## config.mk

```make
export PLATFORM = sky130hd
export DESIGN_NAME = max_collinear_points_unit
export DESIGN_NICKNAME = d
export VERILOG_FILES = /design/src/rtl/core/mcp_pkg.sv /design/src/rtl/core/mcp_line_unit.sv /design/src/rtl/core/max_collinear_points_unit.sv
export SDC_FILE = /design/constraint.sdc
export NUM_CORES = 2
export LEC_CHECK = 0
export ABC_CLOCK_PERIOD_IN_PS = 11000
export BUFFER_PORTS_ARGS = -buffer_cell sky130_fd_sc_hd__buf_2
export CAP_MARGIN = 20
export CORE_UTILIZATION = 60
export CTS_BUF_LIST = sky130_fd_sc_hd__clkbuf_8 sky130_fd_sc_hd__clkbuf_16
export DETAILED_ROUTE_END_ITERATION = 8
export GPL_TIMING_DRIVEN = 0
export PLACE_DENSITY_LB_ADDON = 0.1
export SLEW_MARGIN = 40
export SYNTH_ARGS = -nofsm -noshare
export SYNTH_HDL_FRONTEND = slang
export SYNTH_SLANG_ARGS = --single-unit
```

## constraint.sdc

```tcl
create_clock -name i_clk -period 11 [get_ports i_clk]
set_input_delay 1.1 -clock i_clk [delete_from_list [all_inputs] [get_ports i_clk]]
set_output_delay 1.1 -clock i_clk [all_outputs]
set_load 0.02 [all_outputs]
```

## src/rtl/core/mcp_pkg.sv

```systemverilog
// ============================================================================
// mcp_pkg
// Shared types for the collinear point search: sequencer states and the
// control word passed from the sequencer to the line test unit.
// ============================================================================
package mcp_pkg;

    typedef enum logic [8:0] {
        S_IDLE  = 9'b000000001,
        S_RDA   = 9'b000000010,
        S_RDB   = 9'b000000100,
        S_AB    = 9'b000001000,
        S_PRIME = 9'b000010000,
        S_PH0   = 9'b000100000,
        S_PH1   = 9'b001000000,
        S_PEND  = 9'b010000000,
        S_OUT   = 9'b100000000
    } t_state;

    typedef struct packed {
        logic load_a;     // capture first point of the pair
        logic load_ab;    // capture pair direction vector
        logic load_k;     // capture offset of the scanned point
        logic mul_first;  // first half of the cross product
    } t_unit_ctl;

endpackage

```

## src/rtl/core/mcp_line_unit.sv

```systemverilog
// ============================================================================
// mcp_line_unit
// Cross-product line test with one shared multiplier used twice per point.
// ============================================================================
module mcp_line_unit #(
    parameter int COORD_WIDTH = 16
) (
    input  logic                   i_clk,
    input  mcp_pkg::t_unit_ctl     i_ctl,
    input  logic [COORD_WIDTH-1:0] i_rd_x,
    input  logic [COORD_WIDTH-1:0] i_rd_y,
    output logic                   o_on_line
);
    import mcp_pkg::*;

    localparam int DW = COORD_WIDTH + 1;
    localparam int PW = 2 * DW;

    logic [COORD_WIDTH-1:0] r_ax;
    logic [COORD_WIDTH-1:0] r_ay;
    logic signed [DW-1:0]   r_dxab;
    logic signed [DW-1:0]   r_dyab;
    logic                   r_same;
    logic signed [DW-1:0]   r_dx;
    logic signed [DW-1:0]   r_dy;
    logic signed [PW-1:0]   r_prod;

    logic signed [DW-1:0]   dx_rd;
    logic signed [DW-1:0]   dy_rd;
    logic signed [DW-1:0]   mul_a;
    logic signed [DW-1:0]   mul_b;
    logic signed [PW-1:0]   prod;

    // offsets of the point on the read port from the first point of the pair
    assign dx_rd = $signed({i_rd_x[COORD_WIDTH-1], i_rd_x}) - $signed({r_ax[COORD_WIDTH-1], r_ax});
    assign dy_rd = $signed({i_rd_y[COORD_WIDTH-1], i_rd_y}) - $signed({r_ay[COORD_WIDTH-1], r_ay});

    assign mul_a = i_ctl.mul_first ? r_dxab : r_dyab;
    assign mul_b = i_ctl.mul_first ? r_dy   : r_dx;
    assign prod  = mul_a * mul_b;

    // coincident pair: horizontal line through the first point
    assign o_on_line = r_same ? (r_dy == '0) : (prod == r_prod);

    always_ff @(posedge i_clk) begin
        if (i_ctl.load_a) begin
            r_ax <= i_rd_x;
            r_ay <= i_rd_y;
        end
        if (i_ctl.load_ab) begin
            r_dxab <= dx_rd;
            r_dyab <= dy_rd;
            r_same <= (dx_rd == '0) && (dy_rd == '0);
        end
        if (i_ctl.load_k) begin
            r_dx <= dx_rd;
            r_dy <= dy_rd;
        end
        if (i_ctl.mul_first) begin
            r_prod <= prod;
        end
    end

endmodule

```

## src/rtl/core/max_collinear_points_unit.sv

```systemverilog
// ============================================================================
// max_collinear_points_unit
// Finds the line through the most stored points of a loaded set.
// ============================================================================
// Usage: present a point on i_point_x/i_point_y with start high while busy is
// low; each such cycle is one transaction and stores one point (points past
// MAX_POINTS are discarded and flagged). A point with i_last_point high closes
// the set and starts the search; busy stays high until the result has gone.
// Loading takes one cycle per point. With n points stored the search reads
// every pair (i<j) and scans all n points for it through one shared
// multiplier and one memory read port, then raises the result strobe.
// With fewer than two points the strobe comes the cycle after the last point.
// The result is on the o_ ports for the single cycle that o_result_strobe is
// high; the receiver cannot stall it. The set is then cleared for the next.
// Reset returns the sequencer to idle with an empty set; stored coordinates
// are not cleared, only overwritten.
// ============================================================================
module max_collinear_points_unit #(
    parameter int MAX_POINTS  = 64,
    parameter int COORD_WIDTH = 16
) (
    input  logic                                i_clk,
    input  logic                                i_rst_n,
    input  logic                                start,
    output logic                                busy,
    input  logic [COORD_WIDTH-1:0]              i_point_x,
    input  logic [COORD_WIDTH-1:0]              i_point_y,
    input  logic                                i_last_point,
    output logic                                o_result_strobe,
    output logic [$clog2(MAX_POINTS+1)-1:0]     o_best_count,
    output logic [$clog2(MAX_POINTS)-1:0]       o_first_index,
    output logic [$clog2(MAX_POINTS)-1:0]       o_second_index,
    output logic                                o_line_valid,
    output logic                                o_points_dropped
);
    import mcp_pkg::*;

    localparam int CNTW = $clog2(MAX_POINTS + 1);
    localparam int IDXW = $clog2(MAX_POINTS);
    localparam int MW   = 2 * COORD_WIDTH;

    t_state            r_state, n_state;
    logic [CNTW-1:0]   r_loaded, n_loaded;
    logic              r_ovf, n_ovf;
    logic              r_valid, n_valid;
    logic [IDXW-1:0]   r_a, n_a;
    logic [IDXW-1:0]   r_b, n_b;
    logic [IDXW-1:0]   r_k, n_k;
    logic [CNTW-1:0]   r_run, n_run;
    logic [CNTW-1:0]   r_best, n_best;
    logic [IDXW-1:0]   r_bf, n_bf;
    logic [IDXW-1:0]   r_bs, n_bs;

    logic [MW-1:0]     r_mem [MAX_POINTS];
    logic [MW-1:0]     r_rd;
    logic              mem_we;
    logic [IDXW-1:0]   rd_addr;

    t_unit_ctl         ctl;
    logic              on_line;
    logic [CNTW-1:0]   cnt_after;
    logic [CNTW-1:0]   k_next;
    logic [CNTW-1:0]   b_next;
    logic [CNTW-1:0]   a_plus2;

    always_ff @(posedge i_clk) begin
        if (mem_we) begin
            r_mem[r_loaded[IDXW-1:0]] <= {i_point_x, i_point_y};
        end
        r_rd <= r_mem[rd_addr];
    end

    mcp_line_unit #(
        .COORD_WIDTH (COORD_WIDTH)
    ) u_line (
        .i_clk     (i_clk),
        .i_ctl     (ctl),
        .i_rd_x    (r_rd[MW-1:COORD_WIDTH]),
        .i_rd_y    (r_rd[COORD_WIDTH-1:0]),
        .o_on_line (on_line)
    );

    assign cnt_after = r_loaded + CNTW'(1);
    assign k_next    = CNTW'(r_k) + CNTW'(1);
    assign b_next    = CNTW'(r_b) + CNTW'(1);
    assign a_plus2   = CNTW'(r_a) + CNTW'(2);

    always_comb begin
        n_state  = r_state;
        n_loaded = r_loaded;
        n_ovf    = r_ovf;
        n_valid  = r_valid;
        n_a      = r_a;
        n_b      = r_b;
        n_k      = r_k;
        n_run    = r_run;
        n_best   = r_best;
        n_bf     = r_bf;
        n_bs     = r_bs;
        mem_we   = 1'b0;
        rd_addr  = r_k;
        ctl      = '0;
        case (r_state)
            S_IDLE: begin
                if (start) begin
                    if (r_loaded < CNTW'(MAX_POINTS)) begin
                        mem_we   = 1'b1;
                        n_loaded = cnt_after;
                    end else begin
                        n_ovf = 1'b1;
                    end
                    if (i_last_point) begin
                        n_valid = (n_loaded >= CNTW'(2));
                        n_best  = '0;
                        n_bf    = '0;
                        n_bs    = '0;
                        n_a     = '0;
                        n_b     = IDXW'(1);
                        n_state = n_valid ? S_RDA : S_OUT;
                    end
                end
            end
            S_RDA: begin
                rd_addr = r_a;
                n_run   = '0;
                n_state = S_RDB;
            end
            S_RDB: begin
                rd_addr    = r_b;
                ctl.load_a = 1'b1;
                n_state    = S_AB;
            end
            S_AB: begin
                rd_addr     = '0;
                ctl.load_ab = 1'b1;
                n_state     = S_PRIME;
            end
            S_PRIME: begin
                ctl.load_k = 1'b1;
                n_k        = '0;
                n_state    = S_PH0;
            end
            S_PH0: begin
                // fetch the next point while the first product forms
                rd_addr       = r_k + IDXW'(1);
                ctl.mul_first = 1'b1;
                n_state       = S_PH1;
            end
            S_PH1: begin
                ctl.load_k = 1'b1;
                n_run      = r_run + CNTW'(on_line);
                if (k_next == r_loaded) begin
                    n_state = S_PEND;
                end else begin
                    n_k     = r_k + IDXW'(1);
                    n_state = S_PH0;
                end
            end
            S_PEND: begin
                // strictly larger only: ties keep the earlier pair
                if (r_run > r_best) begin
                    n_best = r_run;
                    n_bf   = r_a;
                    n_bs   = r_b;
                end
                if (b_next < r_loaded) begin
                    n_b     = IDXW'(b_next);
                    n_state = S_RDA;
                end else if (a_plus2 < r_loaded) begin
                    n_a     = r_a + IDXW'(1);
                    n_b     = IDXW'(a_plus2);
                    n_state = S_RDA;
                end else begin
                    n_state = S_OUT;
                end
            end
            S_OUT: begin
                n_loaded = '0;
                n_ovf    = 1'b0;
                n_state  = S_IDLE;
            end
            default: begin
                n_state = S_IDLE;
            end
        endcase
    end

    always_ff @(posedge i_clk) begin
        if (!i_rst_n) begin
            r_state  <= S_IDLE;
            r_loaded <= '0;
            r_ovf    <= 1'b0;
            r_valid  <= 1'b0;
            r_a      <= '0;
            r_b      <= '0;
            r_k      <= '0;
            r_run    <= '0;
            r_best   <= '0;
            r_bf     <= '0;
            r_bs     <= '0;
        end else begin
            r_state  <= n_state;
            r_loaded <= n_loaded;
            r_ovf    <= n_ovf;
            r_valid  <= n_valid;
            r_a      <= n_a;
            r_b      <= n_b;
            r_k      <= n_k;
            r_run    <= n_run;
            r_best   <= n_best;
            r_bf     <= n_bf;
            r_bs     <= n_bs;
        end
    end

    assign busy             = (r_state != S_IDLE);
    assign o_result_strobe  = (r_state == S_OUT);
    assign o_best_count     = r_best;
    assign o_first_index    = r_bf;
    assign o_second_index   = r_bs;
    assign o_line_valid     = r_valid;
    assign o_points_dropped = r_ovf;

endmodule

```

# == Word level (Yosys, flattened, before mapping) ==
# Memories as Yosys holds them, arrays and structs flattened. A register that Yosys moved wholly into a read port is not among the register bits.
# Index checks and enable logic that the tools add are counted.
# totals
reg_bits,197
mem_bits_rw,2048
out_inout_bits,23
word_cells,121
mem_count,1
# memory_table
memory,words,width,rd,rd_ports_with_merged_regs,wr,line,rtl
r_mem,64,32,1,1,1,max_collinear_points_unit.sv:54,logic [MW-1:0] r_mem [MAX_POINTS];
# op_classes
addsub,9
n_mul,1
order_cmp,5
n_eq_ne,20
n_mux,49
n_reduce_logical,17
# op_table
operator,n
$pmux W9 S8,1
$mux W6,11
$pmux W6 S2,5
$logic_not A17 Y1,3
$mux W7,7
$mux W9,5
$pmux W7 S2,3
$eq A34 B34 Y1,1
$mul A17 B17 Y34,1
$mux W17,2
$sub A16 B16 Y17,2
$pmux W6 S4,1
$add A6 B1 Y7 const B,2
$lt A7 B7 Y1,2
$ne A2 B2 Y1 const B,7
$add A6 B1 Y6 const B,2
$mux W1,12
$eq A9 B1 Y1 const B,1
$eq A9 B2 Y1 const B,1
$eq A9 B3 Y1 const B,1
$eq A9 B4 Y1 const B,1
$eq A9 B5 Y1 const B,1
$eq A9 B6 Y1 const B,1
$eq A9 B7 Y1 const B,1
other kinds (20),27

# == Depth between registers and ports, before layout ==
# depth
ltp_word,9
mapped_depth,43
depth_no_buf,38

# == By module ==
# From an unflattened synthesis, not the netlist that was laid out.
# hier_totals
cells_unflattened,7279
area_unflattened_um2,102375.7
# modules_own_cells
mod,instances,cells_per_inst,area_per_inst_um2,seq_area_each_um2
max_collinear_points_unit,1,5562,84861.4,63380.8
mcp_line_unit,1,1717,17514.3,4053.9

# == Least setup slack after synthesis ==
# Ideal clock, no wire load.
# synth_timing
kind,flip-flop to flip-flop
start,register r_state[3]
end,register r_run[4]
setup_time_ps,115
arrival_time_ps,9875
required_time_ps,10885
slack_ps,1011
stages_incl_launch_ff,41
period_less_slack_ps,9989
cell_sequence,dfxtp_1 > buf_2 > nor4_4 > and4_1 > buf_2 > buf_1 > clkbuf_1 > nand2_1 > nand2_1 > nand2_1 > fa_1 > inv_1 > fa_1 > inv_1 > fa_1 > inv_1 > fa_1 > fa_1 > [5 not listed] > a21oi_1 > a21oi_1 > nor2_1 > a41o_1 > nor2_1 > nor3_1 > a31o_2 > a221o_1 > nor4_1 > nand4_1 > o31ai_2 > ha_1 > ha_1 > and3_1 > nor2_1 > o21ai_0 > o21ai_0 > and2_1
# synth_between
elab_chain_cells,8
# synth_lines
element,line,rtl
from (decl),max_collinear_points_unit.sv:42,"t_state r_state, n_state;"
from (signal assigned),max_collinear_points_unit.sv:202,r_state <= n_state;
$eq A9 B6 Y1,max_collinear_points_unit.sv:103,case (r_state)
$mux W1,max_collinear_points_unit.sv:103,
"$mux W17, on equally long branches","mcp_line_unit.sv:38, mcp_line_unit.sv:39",
$mul A17 B17 Y34,mcp_line_unit.sv:40,assign prod = mul_a * mul_b;
$eq A34 B34 Y1,mcp_line_unit.sv:43,assign o_on_line = r_same ? (r_dy == '0) : (prod == r_prod);
$mux W1,mcp_line_unit.sv:43,
$add A7 B1 Y7,max_collinear_points_unit.sv:151,n_run = r_run + CNTW'(on_line);
$pmux W7 S2,max_collinear_points_unit.sv:103,
to (signal assigned),max_collinear_points_unit.sv:209,r_run <= n_run;
to (decl),max_collinear_points_unit.sv:49,"logic [CNTW-1:0] r_run, n_run;"
# Parallel ways exist; a longest one is shown, timed or not.
# A chain may end at the register's enable or synchronous reset.

# == Worst setup path in the final report ==
# layout_timing
start,register r_state[1]
end,register r_run[4]
# Same word-level chain as after synthesis.

==> flow_summary.json <==
{
  "fillers": 12100,
  "start_util": 0.606,
  "ant_nets": 0,
  "fin_crit_sh": 0.963,
  "worstHoldPathType": "flop to flop",
  "die_w_um": 416,
  "finalPower_mw": 18.3,
  "leakage_nw": 43.1,
  "clkSinkCount": 2277,
  "status": "complete, no violations",
  "die_y_um": 416,
  "synth_top_family_by_area": "simple AND/OR/NAND/NOR gates",
  "crit_buf_inv": 7,
  "port_buffers": 58,
  "finalHoldViolCount": 0,
  "netlist.top_cell.by_area": "edfxtp_1",
  "root_buffer": "clkbuf_16",
  "grt.total_usage": 0.360,
  "multiInputGateArea_um2": 32800,
  "seqCellArea_um2": 67400,
  "r2r_end": "r_run[4]",
  "pre_cts_ws_ps": -853,
  "synthesis.nets": 9036,
  "worstHoldEndpoint": "u_line.r_ay[0]",
  "crit_path_max_fanout": 10,
  "cts_tree": "built",
  "worstPathArrival_ps": 11360,
  "r2r-start": "r_state[1]",
  "peakVddDrop_mv": 0.180,
  "synth_top_area_frac": 0.638,
  "cp_common_cell": "fa_1",
  "finalNonFillerCells": 11400,
  "cts_htree_levels": 4,
  "synth-compound-area-share": 0.0449,
  "power.share.clock": 0.404,
  "grt_first_pass_wirelength_um": 451000,
  "cts_inserted_buffers": 221,
  "slowest_delay_ps": 710,
  "synthAdderAreaFrac": 0.0756,
  "gp_congestion": 1.10,
  "synth_area_per_cell_um2": 12.0,
  "synth_seq_cells": 2277,
  "crit_type": "flop to flop",
  "area_growth_pct": 13.5,
  "ys_types": 84,
  "cp_top_family": "adder cells",
  "drv_slew": 0,
  "pwr-share-seq": 0.534,
  "slew_headroom": 0.296,
  "yosysSeqAreaShare": 0.656,
  "p_int_mw": 14.1,
  "grt_overflow": 0,
  "wirelength_um": 312000,
  "cp.depth": 37,
  "async_reset_ff_frac": 0,
  "share_comb_of_total_power": 0.062,
  "drc": 0,
  "cp_slowest_cell": "mux2i_2",
  "ff2ff_setup_slack_ps": 410,
  "core_area_um2": 170000,
  "worst_slew_pin_slew_ps": 1050,
  "powerDensity_nw_per_um2": 157,
  "swShare": 0.228,
  "grt_pass1_vias": 68400,
  "rows": 151,
  "ios": 59,
  "p_switching_mw": 4.16,
  "setup_violations": 0,
  "ys_warn_count": 0,
  "drv_cap": 0,
  "die-area_um2": 173000,
  "fin_nets": 9445,
  "syn_area_um2": 103000,
  "max_freq_mhz": 94.4,
  "crit_path_start_kind": "flop",
  "synth_edf_count": 2183,
  "reg2reg_depth": 37,
  "netlist_top_cells_count": "2355 x nand2_1, 2183 x edfxtp_1, 1099 x nand3_1",
  "critPathCaptureType": "flop",
  "synthMuxAreaShare": 0.00428,
  "clk_path_buf_depth": 3,
  "post-route-min-period_ps": 10590,
  "grt_max_degree": 65,
  "firstDrtPassIters": 8,
  "drt_iter0_markers": 9332,
  "avgRoutedWirePerCell_um": 27.4,
  "drive_gt1_frac": 0.0984,
  "finalClockSkew_ps": 86.2,
  "fin_ws_ps": 410,
  "yosysMostFrequentCell": "nand2_1",
  "path_clk_slew_ps": 70,
  "synthFlopType": "edfxtp_1",
  "synthCells": 8558,
  "place_inst": 11000,
  "antenna_found_initial": 11,
  "hold_start": "r_rd[0]",
  "insertion_delay_ps": 880,
  "holdPathStages": 0,
  "synthXorXnorAreaFrac": 0.00954,
  "drt-vias-per-instance": 6.20,
  "dp_hpwl_um": 224000,
  "synth.area.top_cells": "edfxtp_1 64%, nand2_1 8.6%, fa_1 5.8%, nand3_1 5.4%, dfxtp_1 1.8%",
  "required_ps": 11770,
  "synthSimpleGateAreaFrac": 0.175,
  "num_vias": 70600
}
==> per-layer routing <==
layer / routed length, um / part of all wire / vias to the layer above / track usage
met3: 35300 / 0.11 / 554 / 0.0856
met1: 117000 / 0.37 / 35000 / 0.483
met4: 15500 / 0.050 / 2 / 0.158
met2: 145000 / 0.46 / 3830 / 0.565
met5: 10 / 0.000032 / - / 0
li1: - / - / 31200 / -
==> per-stage QoR <==
step                      cell area (um2)  utilization  hold WS, ps  setup TNS, ps
after global routing               117000        0.687          421          -34.7
after floorplan                    103000            -          408              0
after CTS                          116000        0.685          403              0
after detailed placement           109000        0.644          427          -4140
final                              117000        0.688          400              0
after global placement             106000        0.624          415          -9980
==> worst reg2reg max path, delay by kind of cell (launching register included) <==
| family | cells | cell delay (ps) |
|---|---|---|
| fa+ha+maj | 9 | 3720 |
| mux | 1 | 730 |
| compound gates | 8 | 1890 |
| simple gates | 12 | 2550 |
| buf+inv | 7 | 1210 |
| flops | 1 | 370 |
==> area by class of cell <==
| cell class | count | share of cell area |
|---|---|---|
| Buffer | 488 | 0.0188 |
| Clock buffer | 224 | 0.0481 |
| Timing Repair Buffer | 187 | 0.0254 |
| Sequential cell | 2277 | 0.578 |
| Tap cell | 2218 | 0.0238 |
| Clock inverter | 184 | 0.0123 |
| Antenna cell | 15 | 0.000322 |
| Inverter | 369 | 0.0119 |
| Multi-Input combinational cell | 5423 | 0.281 |
==> what timing repair did <==
item | in CTS | in global routing
cloned | 0 | 0
hold buffers | 0 | 0
gates resized for setup | 16 | 42
pin swaps | 1 | 1
endpoints found under the setup margin | 7 | 7
buffers inserted | 1 | 8
hold endpoints to repair | 0 | 0
==> cells by family (layout without fill, tap and decap cells) <==
family                     count (synthesis)  after routing
DFF                                     2277           2277
adders and majority gates                442            442
buffers and inverters                    858           1452
other                                      0             15
xor gates and xnor gates                 112            112
muxes                                     44             44
and+or+nand+nor                         4165           4165
AOI/OAI and AO/OA                        660            660
==> power groups by stage <==
stage	Clock [mW]	Sequential, mW	Combinational (mW)
floorplan	0	9.92	0.540
global placement	0	9.94	1.00
detailed placement	0	9.94	1.09
CTS	7.40	9.75	1.10
global route	7.72	9.76	1.20
finish	7.38	9.76	1.14
==> layout by cell type (no fill, tap or decap), drive strengths merged, types with 7 or more instances in the layout <==
cell type / n
a21boi: 13
a21o: 20
a21oi: 79
a22oi: 56
a311oi: 64
a31oi: 204
a32oi: 64
and2: 14
and3: 182
buf: 444
bufinv: 18
clkbuf: 455
clkinv: 99
dfxtp: 94
diode: 15
edfxtp: 2183
fa: 298
ha: 144
inv: 433
mux2i: 44
nand2: 2355
nand2b: 13
nand3: 1100
nand4: 22
nor2: 331
nor2b: 46
nor3: 35
nor3b: 9
nor4: 16
o211ai: 8
o21a: 15
o21ai: 49
o22ai: 36
o31ai: 7
or3: 11
xnor2: 74
xor2: 38
==> sequential cells by signal, indices dropped and copies added (netlist names) <==
register	count
u_line.r_dx	17
o_best_count	7
o_line_valid	1
r_loaded	7
r_b	6
u_line.r_dxab	17
u_line.r_same	1
r_state	9
u_line.r_dyab	17
u_line.r_ax	16
u_line.r_dy	17
r_mem	2048
r_run	7
o_first_index	6
r_k	6
o_points_dropped	1
o_second_index	6
u_line.r_prod	34
r_rd	32
r_a	6
u_line.r_ay	16
==> worst max-delay path by stage <==
stage,start,end
5_1_grt,r_state[1],r_run[4]
3_3_place_gp,r_state[3],r_run[4]
6_report,r_state[1],r_run[4]
4_1_cts,r_state[3],r_run[4]
3_5_place_dp,r_state[3],r_run[4]
2_1_floorplan,r_state[3],r_run[4]
Note: power is estimated with default switching activity, not from simulation.
